$ cat src/hw/rtl/cpd_pkg.sv
package cpd_pkg;

   localparam int PALETTE_ENTRIES = 256;
   localparam int PAL_AW = (PALETTE_ENTRIES > 1) ? $clog2(PALETTE_ENTRIES) : 1;
   localparam int PAL_BYTES = PALETTE_ENTRIES * 3;

   // address / 3 as (address * 683) >> 11, exact for addresses below 1024
   localparam int RECIP3 = 683;
   localparam int RECIP3_SHIFT = 11;

   localparam logic [7:0] END_MARK = 8'hFF;

   localparam logic [1:0] COMP_RED = 2'd0;
   localparam logic [1:0] COMP_GREEN = 2'd1;
   localparam logic [1:0] COMP_BLUE = 2'd2;

   typedef enum logic [1:0] {
      FUNC_PAL_WRITE = 2'd0,
      FUNC_COL_START = 2'd1,
      FUNC_DATA      = 2'd2
   } func_type;

   typedef enum logic [5:0] {
      PH_ENDED = 6'b000001,
      PH_TOP   = 6'b000010,
      PH_LEN   = 6'b000100,
      PH_JUNK  = 6'b001000,
      PH_PIX   = 6'b010000,
      PH_TAIL  = 6'b100000
   } phase_type;

   typedef enum logic [1:0] {
      CSR_TEX_WIDTH  = 2'd0,
      CSR_TEX_HEIGHT = 2'd1,
      CSR_DEST_X     = 2'd2,
      CSR_DEST_Y     = 2'd3
   } csr_index_type;

   typedef struct packed {
      logic              we;
      logic [PAL_AW-1:0] row;
      logic [1:0]        comp;
      logic [7:0]        value;
   } pal_wr_type;

   typedef struct packed {
      logic              hit;
      logic              ok;
      logic [PAL_AW-1:0] row;
      logic [12:0]       py;
      logic [12:0]       px;
   } pix_type;

   typedef struct packed {
      logic in_pix;
      logic left_zero;
   } parse_status_type;

endpackage

$ cat src/hw/rtl/cpd_parse.sv
module cpd_parse (
   input  logic                      clock,
   input  logic                      reset,
   input  logic                      en,
   input  logic                      req_valid,
   input  logic [1:0]                req_func,
   input  logic [9:0]                req_palette_address,
   input  logic [7:0]                req_palette_value,
   input  logic [14:0]               req_column,
   input  logic [7:0]                req_data_byte,
   input  logic [12:0]               tex_width,
   input  logic [12:0]               tex_height,
   input  logic signed [15:0]        dest_x,
   input  logic signed [15:0]        dest_y,
   output cpd_pkg::pal_wr_type       pal_wr,
   output cpd_pkg::pix_type          pix,
   output cpd_pkg::parse_status_type status
);
   import cpd_pkg::*;

   logic        s1_valid_ff;
   logic [1:0]  s1_func_ff;
   logic [9:0]  s1_paddr_ff;
   logic [7:0]  s1_pval_ff;
   logic [14:0] s1_col_ff;
   logic [7:0]  s1_byte_ff;

   phase_type   phase_ff, phase_in;
   logic [8:0]  row_ff, row_in;
   logic [7:0]  left_ff, left_in;
   logic [14:0] column_ff, column_in;

   logic        fire;
   logic        fire_data;
   logic [19:0] addr_prod;
   logic [8:0]  addr_q;
   logic [9:0]  addr_rem;
   logic signed [17:0] py_s;
   logic signed [17:0] px_s;
   logic        in_y;
   logic        in_x;

   always_ff @(posedge clock) begin
      if (reset) begin
         s1_valid_ff <= 1'b0;
      end else if (en) begin
         s1_valid_ff <= req_valid;
      end
   end

   always_ff @(posedge clock) begin
      if (en && req_valid) begin
         s1_func_ff  <= req_func;
         s1_paddr_ff <= req_palette_address;
         s1_pval_ff  <= req_palette_value;
         s1_col_ff   <= req_column;
         s1_byte_ff  <= req_data_byte;
      end
   end

   assign fire      = s1_valid_ff && en;
   assign fire_data = fire && (s1_func_ff == FUNC_DATA);

   // split byte address into entry and component
   assign addr_prod = 20'(s1_paddr_ff) * 20'(RECIP3);
   assign addr_q    = 9'(addr_prod >> RECIP3_SHIFT);
   assign addr_rem  = s1_paddr_ff - ({addr_q, 1'b0} + {1'b0, addr_q});

   assign pal_wr.we    = fire && (s1_func_ff == FUNC_PAL_WRITE)
                         && (s1_paddr_ff < 10'(PAL_BYTES));
   assign pal_wr.row   = addr_q[PAL_AW-1:0];
   assign pal_wr.comp  = addr_rem[1:0];
   assign pal_wr.value = s1_pval_ff;

   assign py_s = $signed({9'd0, row_ff}) + $signed({{2{dest_y[15]}}, dest_y});
   assign px_s = $signed({3'd0, column_ff}) + $signed({{2{dest_x[15]}}, dest_x});
   assign in_y = !py_s[17] && (py_s[16:0] < {4'd0, tex_height});
   assign in_x = !px_s[17] && (px_s[16:0] < {4'd0, tex_width});

   assign pix.hit = fire_data && (phase_ff == PH_PIX) && in_y && in_x;
   assign pix.ok  = {1'b0, s1_byte_ff} < 9'(PALETTE_ENTRIES);
   assign pix.row = s1_byte_ff[PAL_AW-1:0];
   assign pix.py  = py_s[12:0];
   assign pix.px  = px_s[12:0];

   assign status.in_pix    = (phase_ff == PH_PIX);
   assign status.left_zero = (left_ff == '0);

   always_comb begin
      phase_in  = phase_ff;
      row_in    = row_ff;
      left_in   = left_ff;
      column_in = column_ff;
      if (fire && (s1_func_ff == FUNC_COL_START)) begin
         column_in = s1_col_ff;
         phase_in  = PH_TOP;
      end else if (fire_data) begin
         unique case (phase_ff)
            PH_TOP: begin
               if (s1_byte_ff == END_MARK) begin
                  phase_in = PH_ENDED;
               end else begin
                  row_in   = {1'b0, s1_byte_ff};
                  phase_in = PH_LEN;
               end
            end
            PH_LEN: begin
               left_in  = s1_byte_ff;
               phase_in = PH_JUNK;
            end
            PH_JUNK: begin
               phase_in = (left_ff == '0) ? PH_TAIL : PH_PIX;
            end
            PH_PIX: begin
               row_in  = row_ff + 9'd1;
               left_in = left_ff - 8'd1;
               if (left_in == '0) begin
                  phase_in = PH_TAIL;
               end
            end
            PH_TAIL: begin
               phase_in = PH_TOP;
            end
            PH_ENDED: begin
               phase_in = PH_ENDED;
            end
            default: begin
               phase_in = PH_ENDED;
            end
         endcase
      end
   end

   always_ff @(posedge clock) begin
      if (reset) begin
         phase_ff  <= PH_ENDED;
         row_ff    <= '0;
         left_ff   <= '0;
         column_ff <= '0;
      end else begin
         phase_ff  <= phase_in;
         row_ff    <= row_in;
         left_ff   <= left_in;
         column_ff <= column_in;
      end
   end

endmodule

$ cat config.mk
export PLATFORM = sky130hd
export DESIGN_NAME = cpd_parse
export DESIGN_NICKNAME = d
export VERILOG_FILES = /design/src/hw/rtl/cpd_pkg.sv /design/src/hw/rtl/cpd_parse.sv
export SDC_FILE = /design/constraint.sdc
export NUM_CORES = 1
export LEC_CHECK = 0
export BUFFER_PORTS_ARGS = -buffer_cell sky130_fd_sc_hd__buf_2
export CORE_MARGIN = 3
export CORE_UTILIZATION = 55
export CTS_CLUSTER_SIZE = 25
export DETAILED_ROUTE_END_ITERATION = 6
export PLACE_DENSITY = 0.78
export SETUP_SLACK_MARGIN = 0.4
export SYNTH_ARGS = -nofsm -noshare
export SYNTH_HDL_FRONTEND = slang
export SYNTH_SLANG_ARGS = --single-unit
$ cat constraint.sdc
create_clock -name clock -period 7.2 [get_ports clock]
set_clock_uncertainty 0.1 [all_clocks]
set_input_delay 0.72 -clock clock [delete_from_list [all_inputs] [get_ports clock]]
set_output_delay 0.72 -clock clock [all_outputs]
set_load 0.05 [all_outputs]
==> flow_summary.yaml <==
outcome:
  outcome: "finished clean"
logic_synthesis:
  synth_xor_area_frac: 0.0516
  synthMuxAreaShare: 0.0115
  synth_top_family_by_area: "adder cells"
  yosysWarningCount: 0
  synth_seq_cells: 82
  syn_nets: 1007
  synth_compound_area_frac: 0.134
  netlist_area_sq_mm: 0.00696
  syn_avg_cell_area_sq_um: 9.08
  synthCells: 766
  synthFlopType: "edfxtp_1"
  yosysUniqueCellTypes: 57
  seq_area_frac_synth: 0.298
  synthSimpleGateAreaFrac: 0.167
  synthArstFlopShare: 0
  synthAdderAreaFrac: 0.269
  synth-edff-count: 43
worst_setup_path:
  r2r_slack_ns: 4.36
  path_delay_family: "adder cells"
  cpPeakStageDelay_ns: 0.53
  reg2reg_from: "phase_ff[1]"
  cpMaxStageDelayCell: "fa_1"
  critical_path_class: "reg2out"
  crit_buf_inv: 5
  worstSetupStartpointType: "register"
  critPathArrivalTime_ns: 5.59
  worstPathCellList: "ha_1 -> ha_1 -> inv_1 -> fa_1 -> inv_1 -> fa_1 -> inv_1 -> fa_1 -> inv_1 -> ha_1 -> a211oi_1 -> nand2_1 -> o211ai_1 -> nand2_1 -> xor2_1 -> ha_1 -> ha_1 -> nor2_1 -> xnor2_1 -> xnor2_1 -> xnor2_1 -> buf_2"
  crit_top_cell: "ha_1"
  startpoint: "s1_paddr_ff[5]"
  cp_max_fo: 4
  worstPathRequired_ns: 6.38
  endpoint_kind: "output port"
clock_tree:
  worstSkewPairLatency_ns: 0.33
  cts_max_level: 3
  cts_tree: "done"
  clock_path_buffers: 2
  post_cts_resized: 0
  clk_pin_slew_worst_paths_ns: 0.06
  cts-root-buf: "clkbuf_16"
  post_cts_buffers: 0
  cts-hold-fix-buffers: 0
  cts_buffers: 9
  cts_num_sinks: 82
placed_design:
  place_inst: 1071
  gp_congestion: 0.928
  dp_slack_ns: 1.13
  portBuffers: 160
  dpl_cell_area_sq_mm: 0.00784
  hpwl_um: 12400
timing:
  rsz0062_at_grt: "false"
  finalSetupViolations: 0
  final_hold_viol_count: 0
  max-slew-margin-rel: 0.310
  max_freq_mhz: 156
  fin_crit_sh: 0.891
  slew_violations: 0
  layout_setup_ws_ns: 0.786
  min_period_ns: 6.41
  fin_tns_setup_ns: 0
  max_slew.worst_pin.slew_ns: 1.03
detailed_routing:
  drtIter0Drc: 293
  drc: 0
  vias: 5747
  wl_um: 15300
  first_pass_iters: 4
  vias_per_cell: 5.28
  postRouteAntennaNets: 0
  routedWlPerCell_um: 14.1
global_route:
  overflow: 0
  grt_max_degree: 45
  grt_pass1_vias: 5554
  grt.total_usage: 0.218
  antenna_found_initial: 2
  grt_first_pass_wirelength_um: 25400
pwr:
  vdd_drop_max_mv: 0.991
  p_sw_mw: 1.31
  p_comb_frac: 0.621
  cellInternalPower_mw: 1.26
  p_leak_nw: 3.87
  switching_share: 0.510
  p_per_area_mw_per_mm2: 315
  seqPwrFrac: 0.205
  clock_power_share: 0.174
floorplanning:
  fp.dieW_um: 118
  die_h_um: 118
  dieArea_sq_mm: 0.0140
  io_pins: 162
  core_area_sq_mm: 0.0122
  start_util: 0.570
  rows: 40
finish:
  final_area_sq_mm: 0.00814
  regArea_sq_mm: 0.00207
  layout-drive-gt1-share: 0.207
  final_common_cell: "buf_2"
  fin_nets: 1155
  multiInputGateArea_sq_mm: 0.00441
  syn_to_final_growth_pct: 17.0
  final_cell_mix: "buf_2, ha_1, inv_1, nand2_1"
  utilization: 0.667
  fillCellCount: 1045
  final_cells: 1088
hold_path:
  hold_class: "reg2reg"
  hold_start: "column_ff[8]"
flow_run:
  drv_cap: 0
==> synth_stat cells, drive strengths merged, types with 2 or more instances <==
library cell / count / share of area
ha: 113 / 0.20
inv: 92 / 0.050
nand2: 75 / 0.040
a21oi: 54 / 0.039
nor2: 54 / 0.029
edfxtp: 43 / 0.19
dfxtp: 39 / 0.11
o21ai: 35 / 0.025
xnor2: 27 / 0.034
nor3: 26 / 0.023
fa: 23 / 0.066
xor2: 14 / 0.018
nand3: 13 / 0.0094
clkbuf: 12 / 0.0065
buf: 11 / 0.012
a211oi: 10 / 0.012
nand2b: 10 / 0.0090
nand4: 9 / 0.0081
mux2i: 8 / 0.012
or3: 8 / 0.0079
and2: 7 / 0.0063
o21bai: 7 / 0.0076
a21o: 6 / 0.0065
nand3b: 6 / 0.0065
nor4: 6 / 0.0063
o21a: 6 / 0.0065
nor2b: 5 / 0.0045
o211ai: 5 / 0.0054
a22oi: 4 / 0.0043
and3: 4 / 0.0036
a2111oi: 3 / 0.0038
a31oi: 3 / 0.0027
o22ai: 3 / 0.0027
or2: 3 / 0.0027
a21boi: 2 / 0.0022
a311oi: 2 / 0.0025
a41oi: 2 / 0.0036
and4: 2 / 0.0025
o2111ai: 2 / 0.0025
o31ai: 2 / 0.0022
==> metal layers <==
metal / global-route usage / vias up / wire (um)
met2: 0.372 / 130 / 7430
met1: 0.292 / 2623 / 7030
met5: 0 / - / 13
met4: 0.0355 / 2 / 167
met3: 0.0455 / 15 / 658
li1: - / 2977 / -
==> kinds of logic (layout without fill, tap and decap cells) <==
kind of cell               Yosys count  after routing
buffers and inverters              116            269
other                                1              2
adders and majority gates          136            136
AOI/OAI and AO/OA                  150            150
and+or+nand+nor                    232            232
muxes                                8              8
xor gates and xnor gates            41             41
DFF                                 82             82
==> through the flow <==
step	hold slack (ns)	power (mW)
6_report	0.362	2.56
5_1_grt	0.385	2.74
4_1_cts	0.364	2.59
3_5_place_dp	0.355	2.13
3_3_place_gp	0.351	2.10
2_1_floorplan	0.340	1.88
==> worst paths after layout <==
path | to | depth (start not counted)
worst min register to register | column_ff[8] | 2
worst max register to register | row_ff[6] | 8
worst min-delay path | column_ff[8] | 2
worst max-delay path | pal_wr[9] | 22
==> registers in the layout, indices dropped and copies added (netlist names), 2 cells and up <==
name,count
s1_col_ff,15
left_ff,8
column_ff,15
phase_ff,6
s1_pval_ff,8
s1_paddr_ff,10
s1_func_ff,2
row_ff,9
s1_byte_ff,8
==> power by group through the flow <==
stage               clock, mW  combinational, mW  sequential [mW]
floorplan                   0               1.33            0.553
global placement            0               1.57            0.534
detailed placement          0               1.60            0.535
CTS                     0.456               1.60            0.525
global route            0.472               1.74            0.527
finish                  0.447               1.59            0.525
==> worst min-delay path, stage by stage, from the launching register on <==
cell     delay, ns
dfxtp_1       0.31
nand2_1       0.05
a21oi_1       0.05
==> area by class of cell <==
cell class / count / share of cell area
sequential: 82 / 0.254
clock inverter: 6 / 0.00553
multi-input combinational: 568 / 0.542
clock buffer: 10 / 0.0307
antenna: 1 / 0.000307
tap: 168 / 0.0258
timing repair buffer: 160 / 0.0984
inverter: 93 / 0.0429
Note: power is estimated with default switching activity, not from simulation.
